**config.mk**
```make
export PLATFORM = sky130hd
export DESIGN_NAME = i2c_bus_clear_sequencer
export DESIGN_NICKNAME = d
export VERILOG_FILES = /design/src/rtl/i2cbc_pkg.sv /design/src/rtl/i2c_bus_clear_sequencer.sv /design/src/rtl/i2cbc_cfg.sv /design/src/rtl/i2cbc_step.sv
export SDC_FILE = /design/constraint.sdc
export NUM_CORES = 1
export LEC_CHECK = 0
export CAP_MARGIN = 5
export CORE_UTILIZATION = 30
export CTS_CLUSTER_DIAMETER = 200
export CTS_CLUSTER_SIZE = 24
export DETAILED_ROUTE_END_ITERATION = 6
export DONT_BUFFER_PORTS = 1
export GPL_TIMING_DRIVEN = 0
export PLACE_DENSITY_LB_ADDON = 0.2
export SLEW_MARGIN = 15
export SYNTH_ARGS = -nofsm -noshare
export SYNTH_HDL_FRONTEND = slang
export SYNTH_HIERARCHICAL = 1
export SYNTH_SLANG_ARGS = --single-unit
```
**constraint.sdc**
```tcl
create_clock -name clk_i -period 7.1 [get_ports clk_i]
set_clock_uncertainty 0.2 [all_clocks]
set_input_delay 0.71 -clock clk_i [delete_from_list [all_inputs] [get_ports clk_i]]
set_output_delay 0.71 -clock clk_i [all_outputs]
set_load 0.01 [all_outputs]
```
**src/rtl/i2cbc_pkg.sv**
```systemverilog
`timescale 1ns / 1ps
package i2cbc_pkg;

  localparam int unsigned HalfW  = 16;
  localparam int unsigned PulseW = 4;
  localparam int unsigned DataW  = 32;
  localparam int unsigned AddrW  = 3;

  localparam logic [HalfW-1:0]  HalfBitReset   = HalfW'(500);
  localparam logic [PulseW-1:0] MaxPulsesReset = PulseW'(9);

  typedef enum logic [0:0] {
    REG_HALF_BIT   = 1'b0,
    REG_MAX_PULSES = 1'b1
  } reg_idx_e;

  typedef enum logic [2:0] {
    PH_IDLE  = 3'd0,
    PH_REL   = 3'd1,
    PH_LOW   = 3'd2,
    PH_HIGH  = 3'd3,
    PH_STOPA = 3'd4,
    PH_STOPB = 3'd5,
    PH_FINAL = 3'd6
  } phase_e;

  typedef struct packed {
    logic start_req;
    logic sda_in;
  } req_t;

  typedef struct packed {
    logic scl_release;
    logic sda_release;
    logic busy_res;
    logic done_res;
  } rsp_t;

  typedef struct packed {
    logic [HalfW-1:0]  half_bit_ticks;
    logic [PulseW-1:0] max_pulses;
  } cfg_t;

  typedef struct packed {
    phase_e            phase;
    logic [HalfW-1:0]  tick_count;
    logic [PulseW-1:0] pulse_count;
  } seq_state_t;

endpackage

```
**src/rtl/i2c_bus_clear_sequencer.sv**
```systemverilog
`timescale 1ns / 1ps
// channel   direction  handshake                  payload
// request   in         in_valid_i / in_ready_o    in_req_i  (req_t)
// result    out        out_valid_o / out_ready_i  out_rsp_o (rsp_t)
// config    in         apb psel/penable/pwrite    paddr, pwdata, prdata
//
// one request per cycle while in_ready_o is high, result from the result register in the cycle after acceptance
// sequence state and result register advance together in one pass of the step logic
// in_ready_o drops only while a result waits and out_ready_i is low
// reset: idle phase, counters zero, no result pending, registers at 500 and 9
module i2c_bus_clear_sequencer (
  input  logic                        clk_i,
  input  logic                        rst_ni,
  input  logic                        in_valid_i,
  output logic                        in_ready_o,
  input  i2cbc_pkg::req_t             in_req_i,
  output logic                        out_valid_o,
  input  logic                        out_ready_i,
  output i2cbc_pkg::rsp_t             out_rsp_o,
  input  logic                        psel,
  input  logic                        penable,
  input  logic                        pwrite,
  input  logic [i2cbc_pkg::AddrW-1:0] paddr,
  input  logic [i2cbc_pkg::DataW-1:0] pwdata,
  output logic [i2cbc_pkg::DataW-1:0] prdata,
  output logic                        pready
);
  import i2cbc_pkg::*;

  cfg_t       cfg;
  seq_state_t state_q, state_d;
  rsp_t       rsp_d, rsp_q;
  logic       out_valid_q;
  logic       in_fire;

  i2cbc_cfg u_cfg (
    .clk_i   (clk_i),
    .rst_ni  (rst_ni),
    .psel    (psel),
    .penable (penable),
    .pwrite  (pwrite),
    .paddr   (paddr),
    .pwdata  (pwdata),
    .prdata  (prdata),
    .pready  (pready),
    .cfg_o   (cfg)
  );

  i2cbc_step u_step (
    .cfg_i   (cfg),
    .state_i (state_q),
    .req_i   (in_req_i),
    .state_o (state_d),
    .rsp_o   (rsp_d)
  );

  assign in_ready_o = !out_valid_q || out_ready_i;
  assign in_fire    = in_valid_i && in_ready_o;

  always_ff @(posedge clk_i or negedge rst_ni) begin
    if (!rst_ni) begin
      state_q.phase       <= PH_IDLE;
      state_q.tick_count  <= '0;
      state_q.pulse_count <= '0;
      out_valid_q         <= 1'b0;
    end else begin
      if (in_fire) begin
        state_q     <= state_d;
        out_valid_q <= 1'b1;
      end else if (out_ready_i) begin
        out_valid_q <= 1'b0;
      end
    end
  end

  always_ff @(posedge clk_i) begin
    if (in_fire) begin
      rsp_q <= rsp_d;
    end
  end

  assign out_valid_o = out_valid_q;
  assign out_rsp_o   = rsp_q;

  a_done_to_idle: assert property (@(posedge clk_i) disable iff (!rst_ni)
    (in_fire && rsp_d.done_res) |=> (state_q.phase == PH_IDLE))
    else $error("done without return to idle");

  a_stall_holds: assert property (@(posedge clk_i) disable iff (!rst_ni)
    !in_fire |=> $stable(state_q))
    else $error("sequence state moved without a request");

  a_scl_low_busy: assert property (@(posedge clk_i) disable iff (!rst_ni)
    (out_valid_o && !out_rsp_o.scl_release) |->
      (out_rsp_o.busy_res && out_rsp_o.sda_release && !out_rsp_o.done_res))
    else $error("scl driven low outside a pulse");

endmodule

```
**src/rtl/i2cbc_cfg.sv**
```systemverilog
`timescale 1ns / 1ps
module i2cbc_cfg (
  input  logic                        clk_i,
  input  logic                        rst_ni,
  input  logic                        psel,
  input  logic                        penable,
  input  logic                        pwrite,
  input  logic [i2cbc_pkg::AddrW-1:0] paddr,
  input  logic [i2cbc_pkg::DataW-1:0] pwdata,
  output logic [i2cbc_pkg::DataW-1:0] prdata,
  output logic                        pready,
  output i2cbc_pkg::cfg_t             cfg_o
);
  import i2cbc_pkg::*;

  logic [HalfW-1:0]  half_q;
  logic [PulseW-1:0] pulses_q;
  reg_idx_e          idx;
  logic              wr_en;

  assign pready = 1'b1;
  assign idx    = reg_idx_e'(paddr[2]);
  assign wr_en  = psel && penable && pwrite && pready;

  always_ff @(posedge clk_i or negedge rst_ni) begin
    if (!rst_ni) begin
      half_q   <= HalfBitReset;
      pulses_q <= MaxPulsesReset;
    end else if (wr_en) begin
      unique case (idx)
        REG_HALF_BIT:   half_q   <= pwdata[HalfW-1:0];
        REG_MAX_PULSES: pulses_q <= pwdata[PulseW-1:0];
        default: ;
      endcase
    end
  end

  always_comb begin
    unique case (idx)
      REG_HALF_BIT:   prdata = DataW'(half_q);
      REG_MAX_PULSES: prdata = DataW'(pulses_q);
      default:        prdata = '0;
    endcase
  end

  assign cfg_o.half_bit_ticks = half_q;
  assign cfg_o.max_pulses     = pulses_q;

endmodule

```
**src/rtl/i2cbc_step.sv**
```systemverilog
`timescale 1ns / 1ps
module i2cbc_step (
  input  i2cbc_pkg::cfg_t       cfg_i,
  input  i2cbc_pkg::seq_state_t state_i,
  input  i2cbc_pkg::req_t       req_i,
  output i2cbc_pkg::seq_state_t state_o,
  output i2cbc_pkg::rsp_t       rsp_o
);
  import i2cbc_pkg::*;

  logic [HalfW-1:0]  half_len;
  phase_e            ph;
  logic [HalfW-1:0]  tc;
  logic [PulseW-1:0] pc;
  logic [HalfW-1:0]  tc_inc;

  assign half_len = (cfg_i.half_bit_ticks == '0) ? HalfW'(1) : cfg_i.half_bit_ticks;

  always_comb begin
    ph = state_i.phase;
    tc = state_i.tick_count;
    pc = state_i.pulse_count;
    rsp_o = '0;

    // phase advance
    if (ph == PH_IDLE) begin
      if (req_i.start_req) begin
        ph = PH_REL;
        tc = '0;
        pc = '0;
      end
    end else if (tc >= half_len) begin
      tc = '0;
      unique case (ph)
        PH_REL, PH_HIGH: begin
          if ((pc < cfg_i.max_pulses) && !req_i.sda_in) begin
            pc = pc + PulseW'(1);
            ph = PH_LOW;
          end else begin
            ph = PH_STOPA;
          end
        end
        PH_LOW:   ph = PH_HIGH;
        PH_STOPA: ph = PH_STOPB;
        PH_STOPB: ph = PH_FINAL;
        default:  ph = PH_IDLE;
      endcase
    end

    tc_inc = tc + HalfW'(1);

    // line drives and status
    if (ph == PH_IDLE) begin
      rsp_o.scl_release = 1'b1;
      rsp_o.sda_release = 1'b1;
    end else begin
      rsp_o.busy_res    = 1'b1;
      rsp_o.scl_release = (ph != PH_LOW);
      rsp_o.sda_release = !((ph == PH_STOPA) || (ph == PH_STOPB));
      tc = tc_inc;
      if ((ph == PH_FINAL) && (tc_inc >= half_len)) begin
        rsp_o.done_res = 1'b1;
        ph = PH_IDLE;
        tc = '0;
      end
    end

    state_o.phase       = ph;
    state_o.tick_count  = tc;
    state_o.pulse_count = pc;
  end

endmodule
```
==> results of run 1 <==
-- registers in the layout (all words and copies together), names as in the netlist --
name,cells
out_rsp_o,4
out_valid_o,1
state_q,23
u_cfg/half_q,16
u_cfg/pulses_q,4
-- power groups by stage --
stage | clock (mW) | combinational, mW | sequential, mW
after floorplan | 0 | 0.463 | 0.398
after global placement | 0 | 0.566 | 0.421
after detailed placement | 0 | 0.575 | 0.423
final | 0.251 | 0.582 | 0.418
after CTS | 0.263 | 0.584 | 0.419
after global routing | 0.272 | 0.661 | 0.430
-- how the worst min path moves through the flow --
stage	startpoint	to	slack, ps
after floorplan	rst_ni	out_valid_o	210
after global placement	rst_ni	u_cfg/half_q[9]	220
after detailed placement	rst_ni	u_cfg/half_q[9]	220
after CTS	rst_ni	u_cfg/half_q[6]	50
after global routing	rst_ni	u_cfg/half_q[8]	40
final	rst_ni	u_cfg/half_q[8]	50
-- critical path, stage by stage, from the launching register on --
cell and delay (ps):
dfrtp_1 410, nor4_1 470, a41o_1 270, ha_1 230, o21ai_0 170, a221o_2 280, a31oi_4 200, buf_4 250
buf_4 190, nor2_1 150, ha_1 230, nand3_1 180, nor3_4 320, nand2_1 250, or3_1 460, xnor2_1 160
ha_1 290, and4_1 210, o211ai_1 90, o21ai_1 470, nand2_1 310, nor2_4 300, o221ai_1 160, mux2_4 280
-- per-layer routing --
metal  up-vias  routed length (µm)  GRT usage
met5         -                   0          0
met3         6                 473     0.0164
met2        90                4640      0.242
met1      1474                4820      0.211
li1       1507                   -          -
met4         0                  80     0.0337
-- stage by stage --
step	cells	hold WS [ps]	setup slack [ps]	cell area, µm²	power (mW)
2_1_floorplan	423	214	1800	4110	0.861
3_3_place_gp	599	215	412	4330	0.986
3_5_place_dp	599	215	378	4330	0.998
4_1_cts	608	45.6	363	4500	1.27
5_1_grt	608	39.7	48.7	4500	1.36
6_report	608	54.8	441	4500	1.25
-- logic make-up (layout without fill, tap and decap cells) --
group	Yosys count	after routing	synth area share
AO/OA/AOI/OAI	80	80	0.132
XOR/XNOR	9	9	0.0195
adder cells (fa/ha/maj)	37	37	0.114
buffers and inverters	55	64	0.0769
flip-flops	48	48	0.304
multiplexers	52	52	0.170
other	2	17	0.00185
AND/OR/NAND/NOR	125	125	0.181
-- layout by cell type (no fill, tap or decap), types with 7 or more instances in the layout --
cell type and n:
a21oi_1 20, mux2_4 29, dfrtp_1 36, conb_1 17, or3_1 7, buf_4 20, nand3_1 13, nand4_1 10
o21ai_0 20, a31oi_1 7, nor4_1 7, mux2_2 18, ha_1 37, inv_1 26, nor2_1 16, dfstp_2 8
nand2_1 25, nor2b_1 18
-- cell type report --
| cell class | instances | area (µm²) |
|---|---|---|
| Buffer | 29 | 215 |
| Clock buffer | 7 | 143 |
| Clock inverter | 1 | 8.76 |
| Fill cell | 1317 | 8690 |
| Inverter | 26 | 97.6 |
| Multi-Input combinational cell | 320 | 2560 |
| Sequential cell | 48 | 1230 |
| Tap cell | 176 | 220 |
| Timing Repair Buffer | 1 | 20.0 |
-- timing repair --
item | CTS | global route
hold buffers | 1 | 0
resized for setup | 0 | 2
hold endpoints to repair | 36 | 0
setup endpoints to repair | 0 | 2
==> impl_metrics.ini, run 1 <==
[floorplan]
die-height_um = 118
dieArea_um2 = 14000
core_area_um2 = 13200
start_util = 0.307
io_pins = 83
die_w_um = 118
num_rows = 42

[timing]
max_freq_ghz = 0.150
fin_tns_setup_ps = 0
worst_slew_pin_slew_ps = 738
relSlewSlack = 0.504
setup_viol = 0
maxSlewViolCount = 0
rsz0062_at_grt = no
period_needed_ps = 6660
finalHoldViolCount = 0
period_share = 0.938

[critical_path]
criticalPathCategory = register to register
cp.arrival_ps = 6640
r2r_setup_slack_ps = 440
critPathLaunchType = register
cp.required_ps = 7080
critPathCapture = state_q[12]
r2r_start = u_cfg/half_q[9]
timing.rr.end = state_q[12]
rr_worst_depth = 23
startpoint = u_cfg/half_q[9]
critPathCaptureType = register
path_max_fanout = 10

[logic_synthesis]
synth_top_area_share = 0.222
synth_cell_types = 59
synth-seq-area-share = 0.304
synth_area_um2 = 4050
synthFlopType = dfrtp_1
ys_ff_latch = 48
async_reset_ff_frac = 0.917
synth.area.top_cells = dfrtp_1 22%, ha_1 11%, mux2_4 11%, dfstp_2 5.2%, mux2_2 5.0%
synth_common_cells = 37 x ha_1, 36 x dfrtp_1, 29 x mux2_4
syn_area_per_cell_um2 = 9.92
ys_warn_count = 6
synth_enable_flop_cells = 4
synth_top_area_cell = dfrtp_1
synth_most_common_cell = ha_1
synthCells = 408

[pwr]
switching_share = 0.397
seqPwrFrac = 0.334
p_int_uw = 754
leakagePower_nw = 2.07
power.density_nw_per_um2 = 278
power_switching_uw = 496
p_comb_frac = 0.465
vdd_drop_max_v = 0.000100
p_clk_frac = 0.201

[grt]
grt_pass1_wl_um = 16400
grt_pass1_vias = 2964
grt_max_degree = 37
track_usage = 0.149
grt_overflow = 0
antenna_found_initial = 0

[min_path]
min_path_type = input port to async pin

[layout]
final_nets = 512
final_util = 0.341
drive_above_1_share = 0.234
diodes = 0
syn_to_final_growth_pct = 11.1

[clock_tree]
path_clk_slew_ps = 70
cts_buffers = 5
clockBufferDepth = 2
cts_tree = yes
clock_latency_ps = 290
cts_root_buf = clkbuf_16
clock-sinks = 48
cts_setup_buffers = 0
cts_max_level = 2

[placement]
io_buffers = 0
dp_hpwl_um = 7510
gp_congestion = 0.830

[outcome]
status = complete, no violations

[detailed_routing]
drt-total-wl_um = 10000
vias_per_cell = 5.06
dr.pass1.iters = 4
ant_nets = 0
drtIter0Drc = 111
drc = 0
vias = 3077
wire_per_inst_um = 16.5

[flow_run]
max-cap-violations = 0
Power figures use the tool's default switching activity.
==> run 2: changes to the inputs <==
clock period = 6 ns   (was 7.1 ns; I/O delays follow)
==> run 2 against run 1 <==
  * Clock power up 19%
  * Largest cell class unchanged
  * Flip-flop and latch count unchanged
  * Sequential share of layout area down 1.3 points
  * Via count up 1.5%
  * Combinational power grew 31%
  * Critical endpoint is now state_q[14]
==> impl_metrics.ini, run 2 (synthesis results as in run 1) <==
[detailed_routing]
ant_nets = 0
vias_per_cell = 5.01
drt-total-wl_um = 10100
dr.pass1.iters = 4
drtIter0Drc = 98
wire_per_inst_um = 16.2
vias = 3122
drc = 0

[placement]
gp_congestion = 0.830
io_buffers = 0
dp_hpwl_um = 7510
placed_cell_area_um2 = 4330

[pwr]
vdd_drop_max_v = 0.000125
power.density_nw_per_um2 = 330
leakagePower_nw = 2.17

[critical_path]
path_max_fanout = 10
critPathLaunchType = register
cp.arrival_ps = 5690
critPathCaptureType = register
criticalPathCategory = register to register
cp.required_ps = 6030
r2r_setup_slack_ps = 350

[outcome]
status = complete, no violations

[timing]
max_freq_ghz = 0.177
finalHoldViolCount = 0
rsz0062_at_grt = no
relSlewSlack = 0.362
whs_ps = 221
fin_tns_setup_ps = 0
setup_viol = 0
period_share = 0.942
period_needed_ps = 5650
maxSlewViolCount = 0
worst_slew_pin_slew_ps = 949

[min_path]
min_path_type = input port to register

[layout]
largest_reg_flops = 23
drive_above_1_share = 0.289
syn_to_final_growth_pct = 16.8
most-common-layout-cells = 36 x dfrtp_1, 36 x ha_1, 33 x buf_4, 29 x mux2_4, 26 x inv_1
top_regs = state_q x23, u_cfg/half_q x16
diodes = 0
final_nets = 527
register_area_um2 = 1230
final_util = 0.359
design_area_um2 = 4730
fillCellCount = 1292
regMostFlops = state_q
multi_input_area_um2 = 2660

[grt]
grt_pass1_wl_um = 16500
grt_overflow = 0
grt_max_degree = 45
antenna_found_initial = 0
grt_pass1_vias = 2995
track_usage = 0.149

[clock_tree]
path_clk_slew_ps = 70
cts_tree = yes
cts_buffers = 5
clock_latency_ps = 290
cts_root_buf = clkbuf_16
cts_max_level = 2
clockBufferDepth = 2
clock-sinks = 48

[floorplan]
die_w_um = 118
io_pins = 83
start_util = 0.307
num_rows = 42
die-height_um = 118
dieArea_um2 = 14000
core_area_um2 = 13200

[flow_run]
max-cap-violations = 0
[run 2: cell count changes in the layout (fill, tap and decap cells not counted), moves of 2 or more]
cell	delta
a21oi_1	-2
buf_4	+13
nor4_2	+2
nor4_1	-3
nand2_1	-2
a21oi_2	+2
nand2_2	+2
[run 2: final cells by class]
type	instances	area share
Clock buffer	7	0.0302
Clock inverter	1	0.00185
Buffer	29	0.0484
Sequential cell	48	0.260
Timing Repair Buffer	16	0.0302
Tap cell	176	0.0465
Inverter	26	0.0206
Multi-Input combinational cell	320	0.562
[run 2: per-stage QoR]
stage | setup slack [ps] | total power, mW | cells
3_5_place_dp | -722 | 1.18 | 599
3_3_place_gp | -688 | 1.17 | 599
6_report | 345 | 1.56 | 623
2_1_floorplan | 702 | 1.02 | 423
5_1_grt | 4.50 | 1.70 | 623
4_1_cts | 32.3 | 1.52 | 612
[run 2: path summary, 6_finish.rpt]
check | from | to | depth (start not counted)
max | u_cfg/half_q[11] | state_q[14] | 25
min | in_valid_i | out_valid_o | 1
max reg2reg | u_cfg/half_q[11] | state_q[14] | 25
min reg2reg | u_cfg/pulses_q[2] | u_cfg/pulses_q[2] | 1
max in group asynchronous | rst_ni | u_cfg/pulses_q[3] | 2
min in group asynchronous | rst_ni | state_q[22] | 2
[run 2: repair_timing]
item,CTS,global route
setup buffers,3,11
resized for setup,9,15
pin swaps,3,8
cloned,0,0
setup endpoints to repair,19,18
endpoints found under the hold margin,44,0
hold buffers,2,0
[run 2: report_power, final]
| part | switching (mW) | leakage [nW] | internal [mW] |
|---|---|---|---|
| registers | 0.0922 | 0.572 | 0.409 |
| logic | 0.400 | 1.53 | 0.364 |
| clock network | 0.131 | 0.0741 | 0.167 |
[run 2: metal layers]
layer  routed length, µm  part of all wire  global-route usage  up-vias
met5                   0                 0                   0        -
met4                 129             0.013              0.0401        0
met3                 344             0.034              0.0174       10
met2                4580              0.45               0.236       85
met1                5030              0.50               0.212     1493
li1                    -                 -                   -     1534
[run 2: critical path, stage by stage, from the launching register on]
cell and delay [ps]:
dfrtp_1 430, nor4_4 320, a41o_1 240, ha_1 230
o21ai_0 170, a221o_2 240, a31oi_4 160, buf_8 190
buf_4 170, nor2b_1 130, ha_2 220, nand3_2 120
nor3_4 240, nand2_2 150, or3_4 420, xnor2_1 190
ha_1 260, nand2_1 70, o21ai_0 100, a21oi_1 200
o21ai_2 80, buf_4 170, a211oi_4 250, or3b_1 380
o211ai_1 100, mux2_4 170
==> run 3: changes to the inputs <==
CORE_UTILIZATION = 40   (was 30)
==> run 3 against run 2 <==
  * Via count is 0.93% lower
  * Hold slack got worse by 35 ps
  * Highest routed layer unchanged
  * Critical path type unchanged
  * Count of clock-buffer cells in the layout fell by 2
  * Utilization rose by 11 points
  * Largest power group unchanged
==> impl_metrics.ini, run 3 (synthesis results as in run 1) <==
[clock_tree]
clock-sinks = 48
path_clk_slew_ps = 100
cts_tree = yes
clock_latency_ps = 320
cts_root_buf = clkbuf_8
cts_max_level = 2
clockBufferDepth = 2
cts_buffers = 5

[placement]
placed_cell_area_um2 = 4270
dp_cells = 556
io_buffers = 0
gp_congestion = 0.902
dp_hpwl_um = 7040

[pwr]
vdd_drop_max_v = 0.000147
p_clk_frac = 0.140
seqPwrFrac = 0.348
power.density_nw_per_um2 = 315
p_comb_frac = 0.512
p_int_uw = 833
power_switching_uw = 599
leakagePower_nw = 2.11
switching_share = 0.418

[grt]
antenna_found_initial = 0
grt_max_degree = 45
grt_pass1_wl_um = 15400
grt_overflow = 0
grt_pass1_vias = 2972
track_usage = 0.193

[layout]
diodes = 0
layoutNonFillerInstCount = 575
syn_to_final_growth_pct = 12.2
top_regs = state_q x23, u_cfg/half_q x16
drive_above_1_share = 0.278
fillCellCount = 973
largest_reg_flops = 23
regMostFlops = state_q
final_nets = 523
design_area_um2 = 4540
most-common-layout-cells = 36 x dfrtp_1, 36 x ha_1, 30 x buf_4, 29 x mux2_4, 26 x inv_1

[floorplan]
die_w_um = 103
core_area_um2 = 9770
dieArea_um2 = 10500
io_pins = 83
start_util = 0.414
die-height_um = 103
num_rows = 36

[timing]
setup_viol = 0
worst_slew_pin_slew_ps = 900
max_freq_ghz = 0.175
relSlewSlack = 0.395
period_needed_ps = 5720
maxSlewViolCount = 0
finalHoldViolCount = 0
period_share = 0.953

[critical_path]
crit_top_cell = buf_4
critPathCaptureType = register
slowest_stage = dfstp_2
criticalPathCategory = register to register
timing.critical_path.slowest_cell_delay_ps = 590
cp.arrival_ps = 5780
cp.required_ps = 6060
critPathLaunchType = register
path_max_fanout = 10

[outcome]
status = complete, no violations

[detailed_routing]
drtIter0Drc = 128
dr.pass1.iters = 4
vias = 3093
ant_nets = 0
drt-total-wl_um = 9440
wire_per_inst_um = 16.4
drc = 0
vias_per_cell = 5.38

[flow_run]
max-cap-violations = 0

[min_path]
min_path_type = input port to register
[run 3: cell count changes in the layout (fill, tap and decap cells not counted), sizes merged]
cell	previous run	this run
clkbuf	11	10
buf	40	35
clkinvlp	0	1
[run 3: per-stage QoR]
step / power [mW] / hold WS (ps) / setup WS, ps / TNS [ps] / utilization
after floorplan: 1.02 / 104 / 702 / 0 / -
after global placement: 1.16 / 105 / -546 / -7790 / 0.437
after detailed placement: 1.17 / 106 / -592 / -8640 / 0.437
after CTS: 1.40 / 175 / 16.9 / 0 / 0.454
after global routing: 1.57 / 175 / -21.1 / -34.6 / 0.465
final: 1.43 / 185 / 283 / 0 / 0.465
[run 3: final timing paths]
kind / from / to / slack, ps / depth (start not counted)
setup / recovery: u_cfg/half_q[8] / state_q[13] / 280 / 25
min in group asynchronous: rst_ni / state_q[9] / 580 / 2
hold reg to reg: state_q[21] / state_q[21] / 320 / 1
setup reg to reg: u_cfg/half_q[8] / state_q[13] / 280 / 25
max in group asynchronous: rst_ni / u_cfg/half_q[7] / 4730 / 2
hold / removal: in_valid_i / out_valid_o / 190 / 1
[run 3: worst max-delay path, delay by kind of cell (launching register included)]
kind | cells | cell delay, ps
buffers and inverters | 5 | 950
AND/OR/NAND/NOR | 7 | 1060
XOR/XNOR | 1 | 130
multiplexers | 1 | 170
flip-flops | 1 | 590
adder cells (fa/ha/maj) | 3 | 790
AO/OA/AOI/OAI | 8 | 1750
[run 3: power groups by stage]
stage	clock network, mW	registers, mW	logic, mW
floorplan	0	0.471	0.548
global placement	0	0.496	0.661
detailed placement	0	0.498	0.674
CTS	0.209	0.494	0.701
global route	0.221	0.512	0.833
finish	0.200	0.499	0.734
[run 3: layer usage]
layer / wire (µm) / share of wire / up-vias / GRT usage
met5: 0 / 0 / - / 0
met1: 4360 / 0.46 / 1476 / 0.257
li1: - / - / 1526 / -
met2: 4610 / 0.49 / 85 / 0.327
met3: 377 / 0.040 / 6 / 0.0285
met4: 90 / 0.0095 / 0 / 0.0516
[run 3: cell type report]
cell class,count,area (µm²),share of cell area
plain buffers,29,218,0.0479
clock buffers,5,68.8,0.0151
clock inverters,2,12.5,0.00275
inverters,26,97.6,0.0215
multi-input cells,320,2640,0.580
flip-flops and latches,48,1230,0.271
well taps,133,166,0.0366
repair buffers,12,113,0.0248
[run 3: what timing repair did]
| action | 4_1_cts | 5_1_grt |
|---|---|---|
| hold buffers | 2 | 0 |
| gates resized for setup | 7 | 9 |
| setup buffers | 3 | 7 |
| hold endpoints to repair | 44 | 0 |
| pin swaps | 4 | 5 |
| endpoints found under the setup margin | 19 | 19 |
